$ cat src/rtl/wbps_pkg.sv
// ----------------------------------------------------------------------------
// wbps_pkg
// Types and constants shared by the wildcard byte pattern scanner.
// ----------------------------------------------------------------------------
package wbps_pkg;

   localparam int BYTE_BITS       = 8;
   localparam int PAT_WORDS       = 4;
   localparam int PAT_WORD_BITS   = 64;
   localparam int PAT_BYTES_TOTAL = PAT_WORDS * PAT_WORD_BITS / BYTE_BITS;
   localparam int PAT_INDEX_BITS  = $clog2(PAT_BYTES_TOTAL);
   localparam int LENGTH_BITS     = 6;
   localparam int MATCH_OFS_BITS  = 32;
   localparam int EXT_OFS_BITS    = 64;
   localparam int CSR_INDEX_BITS  = 3;

   localparam logic [BYTE_BITS-1:0] WILDCARD = 8'h00;

   // register indexes on the csr port
   localparam logic [CSR_INDEX_BITS-1:0] CSR_PATTERN_WORD_0 = 3'd0;
   localparam logic [CSR_INDEX_BITS-1:0] CSR_PATTERN_WORD_1 = 3'd1;
   localparam logic [CSR_INDEX_BITS-1:0] CSR_PATTERN_WORD_2 = 3'd2;
   localparam logic [CSR_INDEX_BITS-1:0] CSR_PATTERN_WORD_3 = 3'd3;
   localparam logic [CSR_INDEX_BITS-1:0] CSR_PATTERN_LENGTH = 3'd4;

   localparam logic [LENGTH_BITS-1:0] LENGTH_RESET = 6'd1;

   typedef struct packed {
      logic [BYTE_BITS-1:0] data_byte;
      logic                 first_byte;
      logic                 last_byte;
   } req_type;

   typedef struct packed {
      logic [MATCH_OFS_BITS-1:0] match_offset;
      logic                      matched;
      logic                      region_done;
   } rsp_type;

endpackage

$ cat src/rtl/wbps_pattern.sv
// ----------------------------------------------------------------------------
// wbps_pattern
// Pattern registers and the aligned compare pattern derived from them.
// ----------------------------------------------------------------------------
module wbps_pattern #(
   parameter int PATTERN_MAX = 32,
   parameter int LEN_BITS    = 6
) (
   input  logic                                   clock,
   input  logic                                   reset,
   input  logic                                   csr_valid,
   output logic                                   csr_ready,
   input  logic [wbps_pkg::CSR_INDEX_BITS-1:0]    csr_index,
   input  logic [wbps_pkg::PAT_WORD_BITS-1:0]     csr_data,
   output logic [LEN_BITS-1:0]                    pat_len,
   output logic [wbps_pkg::BYTE_BITS-1:0]         pat_bytes [PATTERN_MAX],
   output logic                                   pat_care  [PATTERN_MAX]
);

   logic [wbps_pkg::PAT_WORD_BITS-1:0] word_ff [wbps_pkg::PAT_WORDS];
   logic [wbps_pkg::LENGTH_BITS-1:0]   length_ff;

   logic [wbps_pkg::PAT_WORDS*wbps_pkg::PAT_WORD_BITS-1:0] pat_all;
   logic [wbps_pkg::LENGTH_BITS-1:0]   len_eff;
   logic [wbps_pkg::LENGTH_BITS-1:0]   k_full [PATTERN_MAX];
   logic [wbps_pkg::BYTE_BITS-1:0]     bytes_in [PATTERN_MAX];
   logic                               care_in  [PATTERN_MAX];
   logic [wbps_pkg::BYTE_BITS-1:0]     bytes_ff [PATTERN_MAX];
   logic                               care_ff  [PATTERN_MAX];
   logic [LEN_BITS-1:0]                len_ff;
   logic                               csr_write;

   assign csr_ready = 1'b1;
   assign csr_write = csr_valid && csr_ready;

   always_ff @(posedge clock) begin
      if (reset) begin
         for (int w = 0; w < wbps_pkg::PAT_WORDS; w++) begin
            word_ff[w] <= '0;
         end
         length_ff <= wbps_pkg::LENGTH_RESET;
      end else if (csr_write) begin
         unique case (csr_index)
            wbps_pkg::CSR_PATTERN_WORD_0: word_ff[0] <= csr_data;
            wbps_pkg::CSR_PATTERN_WORD_1: word_ff[1] <= csr_data;
            wbps_pkg::CSR_PATTERN_WORD_2: word_ff[2] <= csr_data;
            wbps_pkg::CSR_PATTERN_WORD_3: word_ff[3] <= csr_data;
            wbps_pkg::CSR_PATTERN_LENGTH:
               length_ff <= csr_data[wbps_pkg::LENGTH_BITS-1:0];
            default: ;
         endcase
      end
   end

   // pattern byte k lines up with window entry len-1-k (entry 0 is newest)
   always_comb begin
      pat_all = {word_ff[3], word_ff[2], word_ff[1], word_ff[0]};
      len_eff = length_ff;
      if (length_ff == '0) begin
         len_eff = wbps_pkg::LENGTH_BITS'(1);
      end else if (length_ff > wbps_pkg::LENGTH_BITS'(PATTERN_MAX)) begin
         len_eff = wbps_pkg::LENGTH_BITS'(PATTERN_MAX);
      end
      for (int i = 0; i < PATTERN_MAX; i++) begin
         k_full[i]   = len_eff - wbps_pkg::LENGTH_BITS'(1) - wbps_pkg::LENGTH_BITS'(i);
         bytes_in[i] = pat_all[k_full[i][wbps_pkg::PAT_INDEX_BITS-1:0]*wbps_pkg::BYTE_BITS
                               +: wbps_pkg::BYTE_BITS];
         care_in[i]  = (wbps_pkg::LENGTH_BITS'(i) < len_eff) &&
                       (bytes_in[i] != wbps_pkg::WILDCARD);
      end
   end

   always_ff @(posedge clock) begin
      if (reset) begin
         len_ff <= LEN_BITS'(1);
         for (int i = 0; i < PATTERN_MAX; i++) begin
            bytes_ff[i] <= '0;
            care_ff[i]  <= 1'b0;
         end
      end else begin
         len_ff <= len_eff[LEN_BITS-1:0];
         for (int i = 0; i < PATTERN_MAX; i++) begin
            bytes_ff[i] <= bytes_in[i];
            care_ff[i]  <= care_in[i];
         end
      end
   end

   assign pat_len   = len_ff;
   assign pat_bytes = bytes_ff;
   assign pat_care  = care_ff;

endmodule

$ cat src/rtl/wbps_match.sv
// ----------------------------------------------------------------------------
// wbps_match
// Parallel compare of the sliding window against the aligned pattern.
// ----------------------------------------------------------------------------
module wbps_match #(
   parameter int PATTERN_MAX = 32,
   parameter int LEN_BITS    = 6
) (
   input  logic [wbps_pkg::BYTE_BITS-1:0] window    [PATTERN_MAX],
   input  logic [wbps_pkg::BYTE_BITS-1:0] pat_bytes [PATTERN_MAX],
   input  logic                           pat_care  [PATTERN_MAX],
   input  logic [LEN_BITS-1:0]            fill,
   input  logic [LEN_BITS-1:0]            pat_len,
   output logic                           hit
);

   logic all_equal;

   always_comb begin
      all_equal = 1'b1;
      for (int i = 0; i < PATTERN_MAX; i++) begin
         if (pat_care[i] && (window[i] != pat_bytes[i])) begin
            all_equal = 1'b0;
         end
      end
      // no match until the window holds a full pattern length
      hit = all_equal && (fill >= pat_len);
   end

endmodule

$ cat src/rtl/wildcard_byte_pattern_scanner.sv
// ----------------------------------------------------------------------------
// wildcard_byte_pattern_scanner
// Streams a region one byte per word and reports every window that matches
// a wildcard byte pattern, plus a done word on the last byte of the region.
// ----------------------------------------------------------------------------
// Takes one byte every cycle and sustains that rate as long as the result
// side keeps up. A byte is shifted into the window when accepted; after
// that the parallel window compare and the start offset subtract load the
// result register once it is free. Bytes that neither match nor end the
// region produce no result. While a result is stalled, one more byte can
// be taken before req_ready drops. Pattern registers take effect on the
// first byte accepted after the write.
module wildcard_byte_pattern_scanner #(
   parameter int PATTERN_MAX = 32,
   parameter int OFFSET_BITS = 32
) (
   input  logic                                clock,
   input  logic                                reset,
   input  logic                                req_valid,
   output logic                                req_ready,
   input  wbps_pkg::req_type                   req_payload,
   output logic                                rsp_valid,
   input  logic                                rsp_ready,
   output wbps_pkg::rsp_type                   rsp_payload,
   input  logic                                csr_valid,
   output logic                                csr_ready,
   input  logic [wbps_pkg::CSR_INDEX_BITS-1:0] csr_index,
   input  logic [wbps_pkg::PAT_WORD_BITS-1:0]  csr_data
);

   localparam int LEN_BITS = $clog2(PATTERN_MAX + 1);

   logic [LEN_BITS-1:0]            pat_len;
   logic [wbps_pkg::BYTE_BITS-1:0] pat_bytes [PATTERN_MAX];
   logic                           pat_care  [PATTERN_MAX];

   logic [wbps_pkg::BYTE_BITS-1:0] window_ff [PATTERN_MAX];
   logic [LEN_BITS-1:0]            fill_ff;
   logic [LEN_BITS-1:0]            fill_in;
   logic [OFFSET_BITS-1:0]         offset_ff;
   logic [OFFSET_BITS-1:0]         offset_in;
   logic [OFFSET_BITS-1:0]         cur_offset;

   logic                           a_valid_ff;
   logic                           a_last_ff;
   logic [OFFSET_BITS-1:0]         a_cur_ff;

   logic                           rsp_valid_ff;
   wbps_pkg::rsp_type              rsp_payload_ff;
   wbps_pkg::rsp_type              rsp_payload_in;

   logic                           req_accept;
   logic                           out_free;
   logic                           hit;
   logic [OFFSET_BITS-1:0]         start_offset;
   logic [wbps_pkg::EXT_OFS_BITS-1:0] start_ext;

   wbps_pattern #(
      .PATTERN_MAX (PATTERN_MAX),
      .LEN_BITS    (LEN_BITS)
   ) u_pattern (
      .clock     (clock),
      .reset     (reset),
      .csr_valid (csr_valid),
      .csr_ready (csr_ready),
      .csr_index (csr_index),
      .csr_data  (csr_data),
      .pat_len   (pat_len),
      .pat_bytes (pat_bytes),
      .pat_care  (pat_care)
   );

   wbps_match #(
      .PATTERN_MAX (PATTERN_MAX),
      .LEN_BITS    (LEN_BITS)
   ) u_match (
      .window    (window_ff),
      .pat_bytes (pat_bytes),
      .pat_care  (pat_care),
      .fill      (fill_ff),
      .pat_len   (pat_len),
      .hit       (hit)
   );

   assign out_free   = !rsp_valid_ff || rsp_ready;
   // window may only shift once the byte in it has been judged
   assign req_ready  = !a_valid_ff || out_free;
   assign req_accept = req_valid && req_ready;

   always_comb begin
      cur_offset = req_payload.first_byte ? '0 : offset_ff;
      offset_in  = (cur_offset != '1) ? cur_offset + OFFSET_BITS'(1) : cur_offset;
      if (req_payload.first_byte) begin
         fill_in = LEN_BITS'(1);
      end else if (fill_ff < LEN_BITS'(PATTERN_MAX)) begin
         fill_in = fill_ff + LEN_BITS'(1);
      end else begin
         fill_in = fill_ff;
      end
   end

   always_ff @(posedge clock) begin
      if (reset) begin
         fill_ff    <= '0;
         offset_ff  <= '0;
         a_valid_ff <= 1'b0;
      end else begin
         if (req_accept) begin
            fill_ff    <= fill_in;
            offset_ff  <= offset_in;
            a_valid_ff <= 1'b1;
         end else if (out_free) begin
            a_valid_ff <= 1'b0;
         end
      end
   end

   always_ff @(posedge clock) begin
      if (req_accept) begin
         window_ff[0] <= req_payload.data_byte;
         for (int i = 1; i < PATTERN_MAX; i++) begin
            window_ff[i] <= window_ff[i-1];
         end
         a_last_ff <= req_payload.last_byte;
         a_cur_ff  <= cur_offset;
      end
   end

   // offset of the window start, never below zero on a hit
   assign start_offset = a_cur_ff - OFFSET_BITS'(pat_len - LEN_BITS'(1));
   assign start_ext    = wbps_pkg::EXT_OFS_BITS'(start_offset);

   always_comb begin
      rsp_payload_in.match_offset = hit ? start_ext[wbps_pkg::MATCH_OFS_BITS-1:0] : '0;
      rsp_payload_in.matched      = hit;
      rsp_payload_in.region_done  = a_last_ff;
   end

   always_ff @(posedge clock) begin
      if (reset) begin
         rsp_valid_ff <= 1'b0;
      end else if (out_free) begin
         rsp_valid_ff <= a_valid_ff && (hit || a_last_ff);
      end
   end

   always_ff @(posedge clock) begin
      if (out_free && a_valid_ff) begin
         rsp_payload_ff <= rsp_payload_in;
      end
   end

   assign rsp_valid   = rsp_valid_ff;
   assign rsp_payload = rsp_payload_ff;

endmodule

$ cat config.mk
export PLATFORM = sky130hd
export DESIGN_NAME = wildcard_byte_pattern_scanner
export DESIGN_NICKNAME = d
export VERILOG_FILES = /design/src/rtl/wbps_pkg.sv /design/src/rtl/wbps_pattern.sv /design/src/rtl/wbps_match.sv /design/src/rtl/wildcard_byte_pattern_scanner.sv
export SDC_FILE = /design/constraint.sdc
export NUM_CORES = 2
export LEC_CHECK = 0
export BUFFER_PORTS_ARGS = -buffer_cell sky130_fd_sc_hd__buf_2
export CAP_MARGIN = 20
export CORE_MARGIN = 1.5
export CORE_UTILIZATION = 30
export DETAILED_ROUTE_END_ITERATION = 12
export PLACE_DENSITY_LB_ADDON = 0.12
export RECOVER_POWER = 50
export SYNTH_ARGS = -nofsm -noshare
export SYNTH_HDL_FRONTEND = slang
export SYNTH_SLANG_ARGS = --single-unit
$ cat constraint.sdc
create_clock -name clock -period 10.5 [get_ports clock]
set_input_delay 2.1 -clock clock [delete_from_list [all_inputs] [get_ports clock]]
set_output_delay 2.1 -clock clock [all_outputs]
set_load 0.005 [all_outputs]
---- Word level (Yosys, flattened, before mapping) ----
Memories as Yosys holds them, arrays and structs flattened.
Cells that the tools add are included.
word-level totals
  register bits ........................... 663
  output and inout port bits .............. 37
  memories kept ........................... 1
  input port bits ......................... 82
  logic and storage cells ................. 425
  memory bits (writable) .................. 256
cells by class
  multiplexer cells ....................... 62
  equality and inequality tests ........... 37
  reductions and logical operators ........ 111
  shift-type cells ........................ 32
  add/subtract/negate cells ............... 36
  order comparisons ....................... 35
  bitwise gates (word level) .............. 4
memory list
  name               words  width  rd ports  clocked after Yosys merged registers in  write ports  line                source
  u_pattern.word_ff  4      64     4         0                                        4            wbps_pattern.sv:20  logic [wbps_pkg::PAT_WORD_BITS-1:0] word_ff [wbps_pkg::PAT_WORDS];
operators by type and width
  kind                     number
  $shiftx A256 B9 Y8       32
  $mux W64                 4
  $ne A8 B8 Y1             32
  $reduce_bool A8 Y1       32
  $lt A5 B6 Y1 const A     16
  $sub A5 B5 Y5 const B    16
  $logic_and A1 B1 Y1      68
  $mux W32                 2
  $mux W1                  52
  $lt A4 B6 Y1 const A     8
  $sub A5 B4 Y5 const B    8
  $add A32 B1 Y32 const B  1
  $ne A32 B32 Y1 const B   1
  $sub A32 B32 Y32         1
  $lt A3 B6 Y1 const A     4
  $mux W6                  4
  $sub A5 B3 Y5 const B    4
  $lt A1 B6 Y1 const A     2
  $lt A2 B6 Y1 const A     2
  $sub A5 B1 Y5 const B    2
  $sub A5 B2 Y5 const B    2
  $sub A6 B1 Y7 const B    1
  $add A6 B1 Y6 const B    1
  $eq A3 B2 Y1 const B     2
  12 further kinds         20

---- Longest topological paths before layout ----
  depth after elaboration ................. 37
  gate-level depth with buffers ........... 23
  mapped depth without buffers ............ 16

---- By module ----
Synthesis repeated with hierarchy kept, for this count alone.
unflattened totals
  cell total of the unflattened synthesis .. 5862
  area, all modules ....................... 57502.6 sq um
modules (own cells, without submodules)
  module                         cells an instance  sequential area each (sq um)  times used  area an instance (sq um)
  wbps_pattern                   4559               13693.1                       1           40431.3
  wildcard_byte_pattern_scanner  921                10500.1                       1           14056.0
  wbps_match                     382                0.0                           1           3015.4

---- Least setup slack after synthesis ----
Ideal clock, no wire load.
  kind .................................... in2reg
  start ................................... input rsp_ready
  end ..................................... register offset_ff[6]
  path buffers ............................ 1
  required time ........................... 10372 ps
  stages on the path ...................... 8
  library setup time ...................... 128 ps
  slack ................................... 1045 ps
  data arrival time ....................... 9328 ps
  path through ............................ nand3b_1 > nand2_1 > inv_1 > nand2_1 > clkbuf_1 > nand2_1 > xor2_1 > nor2_1
on the way
  longest elaborated chain between the ends .. 3
ends and longest elaborated chain
  what                  line                                  source
  from (decl)           wildcard_byte_pattern_scanner.sv:23   input logic rsp_ready,
  $logic_or A1 B1 Y1    wildcard_byte_pattern_scanner.sv:85   assign out_free = !rsp_valid_ff || rsp_ready;
  $logic_or A1 B1 Y1    wildcard_byte_pattern_scanner.sv:87   assign req_ready = !a_valid_ff || out_free;
  $logic_and A1 B1 Y1   wildcard_byte_pattern_scanner.sv:88   assign req_accept = req_valid && req_ready;
  named net req_accept  wildcard_byte_pattern_scanner.sv:52   logic req_accept;
  to (signal assigned)  wildcard_byte_pattern_scanner.sv:110  offset_ff <= offset_in;
  to (decl)             wildcard_byte_pattern_scanner.sv:40   logic [OFFSET_BITS-1:0] offset_ff;
The timed path passes the listed nets, and every way through them passes these cells.
A chain may end at the register's enable or synchronous reset.

---- Worst setup path in the final report ----
  start ................................... input reset
  end ..................................... register u_pattern.bytes_ff, in the netlist u_pattern.pat_bytes[249]
RTL lines
  what                             line                                 source
  from (decl)                      wildcard_byte_pattern_scanner.sv:18  input logic reset,
  to (signal, indexed assignment)  wbps_pattern.sv:83                   bytes_ff[i] <= bytes_in[i];
  to (decl)                        wbps_pattern.sv:28                   logic [wbps_pkg::BYTE_BITS-1:0] bytes_ff [PATTERN_MAX];
No word-level cell between the ends.

==> impl_metrics.csv <==
group,metric,value,unit
power,p_leak,0.0188,uW
floorplanning,die_h,413,um
floorplanning,start_util,30.2,%
sta,max_freq,0.150,GHz
clock_network,cts_tree,"done",
clock_network,post_cts_resized,0,
clock_network,clk_pin_slew,0.06,ns
status,violations,"capacitance limit, slew limit",
detailed_routing,ant_nets,0,
sta,min_period_over_period,63.5,%
sta,period_needed,6.66,ns
global_route,grt_pass1_vias,33600,
status,status,"finished, violations left",
worst_setup_path,crit_path_start,"reset",
power,comb_power_share,22.4,%
sta,maxSlewHeadroom,-121,%
flow_run,drv_cap,8,
sta,grt_setup_unrepaired,"no",
worst_setup_path,crit_chain,"clkbuf_1, clkbuf_1, nor2_1",
detailed_routing,routed_wl,202000,um
worst_setup_path,cp.arrival,7.06,ns
worst_setup_path,cp-start-kind,"input port",
sta,setup_violations,0,
worst_setup_path,slowest_stage,"clkbuf_1",
power,p_per_area,187,mW/mm2
floorplanning,num_rows,150,
global_route,grt_max_degree,163,
detailed_routing,drtIter0Drc,4221,
detailed_routing,drc,0,
floorplanning,ios,119,
worst_setup_path,timing.rr.start,"u_pattern.length_ff[2]",
global_route,antenna_found_initial,14,
placement,dp_hpwl,159000,um
worst_setup_path,crit_top_cell,"clkbuf_1",
sta,fin_skew,0.0759,ns
min_path,hp-class,"reg -> reg",
worst_setup_path,cp_top_family,"buffers and inverters",
power,power.switching,3380,uW
clock_network,cts_buffers,107,
worst_setup_path,critPathMaxStageDelay,2.14,ns
finish,drive_gt1_share,20.5,%
sta,drv_slew,437,
placement,dpl_worst_slack,4.29,ns
clock_network,cts_max_level,3,
sta,post-route-worst-setup-slack,3.84,ns
finish,final_cell_mix,"579 x edfxtp_1, 368 x nor2_1, 340 x dfxtp_1",
synth,avgSynthCellArea,12.7,um2
clock_network,clock_path_buffers,3,
synth,synth-edff-count,579,
synth,syn-num-nets,4094,
worst_setup_path,critPathRequiredTime,10.90,ns
sta,final-hold-violation-count,0,
worst_setup_path,crit_buf_inv,2,
placement,place_congestion,1.01,
power,power.internal,7280,uW
synth,synth_cell_types,73,
floorplanning,die-area,0.170,mm2
clock_network,cts_root_buffer,"clkbuf_16",
worst_setup_path,reg2regPathDepth,16,
detailed_routing,dr_total_vias,35500,
global_route,overflow,0,
worst_setup_path,rrSetupSlack,4.21,ns
synth,synthArstFlopShare,0,%
finish,final_common_cell,"edfxtp_1",
floorplanning,core_area,0.167,mm2
detailed_routing,drtPass1Iterations,5,
synth,ys_warn_count,0,
clock_network,ctsHoldBuffers,0,
sta,tightest_slew,3.31,ns
synth,synth_area,0.0504,mm2
synth,yosys_register_bits,919,
synth,ys_seq_area_share,48.0,%
global_route,grt_use_total,23.4,%
worst_setup_path,crit_path_max_fanout,53,
detailed_routing,viasPerCell,5.63,
power,power_frac_seq,41.1,%
synth,synth_top_area_share,34.5,%
global_route,grt_pass1_wl,278000,um
synth,synth_area_leaders,"edfxtp_1 35%, dfxtp_1 14%, mux4_2 13%",
floorplanning,fp.dieW,413,um
power,swShare,31.7,%
clock_network,cts.sinks,919,
synth,synthCells,3957,
worst_setup_path,cp.depth,3,
worst_setup_path,r2r_end,"u_pattern.pat_care[29]",
worst_setup_path,crit_type,"in -> reg",
sta,holdWs,0.435,ns
clock_network,post-cts-setup-buffer-count,0,
finish,nNetsFinal,4145,
sta,setup_tns,0,ns
detailed_routing,wire_per_inst,32.1,um
clock_network,clock_latency,0.78,ns
power,pwr-share-clk,36.5,%
synth,synth_top_cell_by_area,"edfxtp_1",
placement,portBuffers,117,
finish,area_delta_synth_final,13.4,%
worst_setup_path,crit_end,"u_pattern.pat_bytes[249]",
worst_setup_path,cp-end-kind,"register",
synth,synth_flop_cell,"edfxtp_1",
power,ir_drop,0.137,mV
## cells by family (layout without fill, tap and decap cells)
family                   Yosys count  count (layout)  share of synthesized area [%]
AO/OA/AOI/OAI                    535             535                           7.93
AND/OR/NAND/NOR                 1061            1061                           10.7
other                              1               6                        0.00744
buffers and inverters            286             427                           2.60
adder cells (fa/ha/maj)           55              55                           1.38
XOR/XNOR                         333             333                           5.95
multiplexers                     767             767                           23.4
flip-flops                       919             919                           48.0
## cell usage after synthesis, types with 129 or more instances
| master | count |
|---|---|
| o22ai_1 | 164 |
| mux2_2 | 129 |
| nor2_1 | 374 |
| xnor2_1 | 296 |
| mux4_2 | 301 |
| a221o_1 | 160 |
| mux2i_1 | 326 |
| edfxtp_1 | 579 |
| dfxtp_1 | 340 |
| and2_1 | 264 |
| nand4_1 | 146 |
| clkbuf_1 | 164 |
## how the worst min path moves through the flow
stage / startpoint / end / slack (ns) / cells after the start
3_5_place_dp: a_last_ff / rsp_payload[0] / 0.44 / 0
6_report: window_ff[231] / window_ff[223] / 0.43 / 0
3_3_place_gp: a_last_ff / rsp_payload[0] / 0.44 / 0
5_1_grt: window_ff[231] / window_ff[223] / 0.45 / 0
2_1_floorplan: a_last_ff / rsp_payload[0] / 0.42 / 0
4_1_cts: window_ff[231] / window_ff[223] / 0.42 / 0
## metal layers
| metal | vias to the layer above | wire [um] | GRT usage [%] |
|---|---|---|---|
| met2 | 1667 | 86300 | 34.4 |
| li1 | 15500 | - | - |
| met4 | 8 | 11500 | 11.8 |
| met3 | 317 | 15100 | 4.57 |
| met5 | - | 54 | 0 |
| met1 | 18100 | 89400 | 32.7 |
## flip-flops by register name (all words and copies together), names as in the netlist, 6 cells and up
register	cells
u_pattern.pat_bytes	256
u_pattern.pat_care	32
u_pattern.word_ff	256
fill_ff	6
u_pattern.pat_len	6
window_ff	256
offset_ff	32
a_cur_ff	32
rsp_payload	34
u_pattern.length_ff	6
## power by group through the flow
stage	clock network [uW]	logic, uW	registers [uW]
2_1_floorplan	0	1370	4350
6_report	3900	2390	4380
5_1_grt	4110	2440	4400
4_1_cts	3980	2330	4380
3_5_place_dp	0	2320	4450
3_3_place_gp	0	2320	4450
## worst register-to-register path, cell delays in order (launching register included)
cell and delay (ns):
dfxtp_1 0.76, nor4_1 0.13, nor2_1 0.13, nor2_1 0.14, inv_8 0.43, ha_1 0.52, inv_2 0.17, xnor2_4 0.20
buf_4 0.59, ha_1 0.37, nand2b_2 0.78, o22ai_1 0.18, a221o_1 0.44, mux4_2 0.61, nand4_1 0.20, nor2_1 0.08
a211oi_1 0.42
## final cells by class
type / instances / area [um2]
diodes: 5 / 12.5
clock buffers: 148 / 3030
clock inverters: 51 / 678
fillers: 16400 / 110000
inverters: 29 / 129
multi-input cells: 2752 / 25100
flip-flops and latches: 919 / 24200
well taps: 2204 / 2760
repair buffers: 199 / 1260
## through the flow
stage | cells | utilization (%) | cell area, um2 | total power (uW)
3_5_place_dp | 6101 | 32.0 | 53500 | 6780
2_1_floorplan | 3957 | - | 50400 | 5730
5_1_grt | 6302 | 34.2 | 57100 | 11000
6_report | 6307 | 34.2 | 57200 | 10700
4_1_cts | 6300 | 34.2 | 57200 | 10700
3_3_place_gp | 6097 | 32.0 | 53400 | 6770
Note: power is estimated with default switching activity, not from simulation.
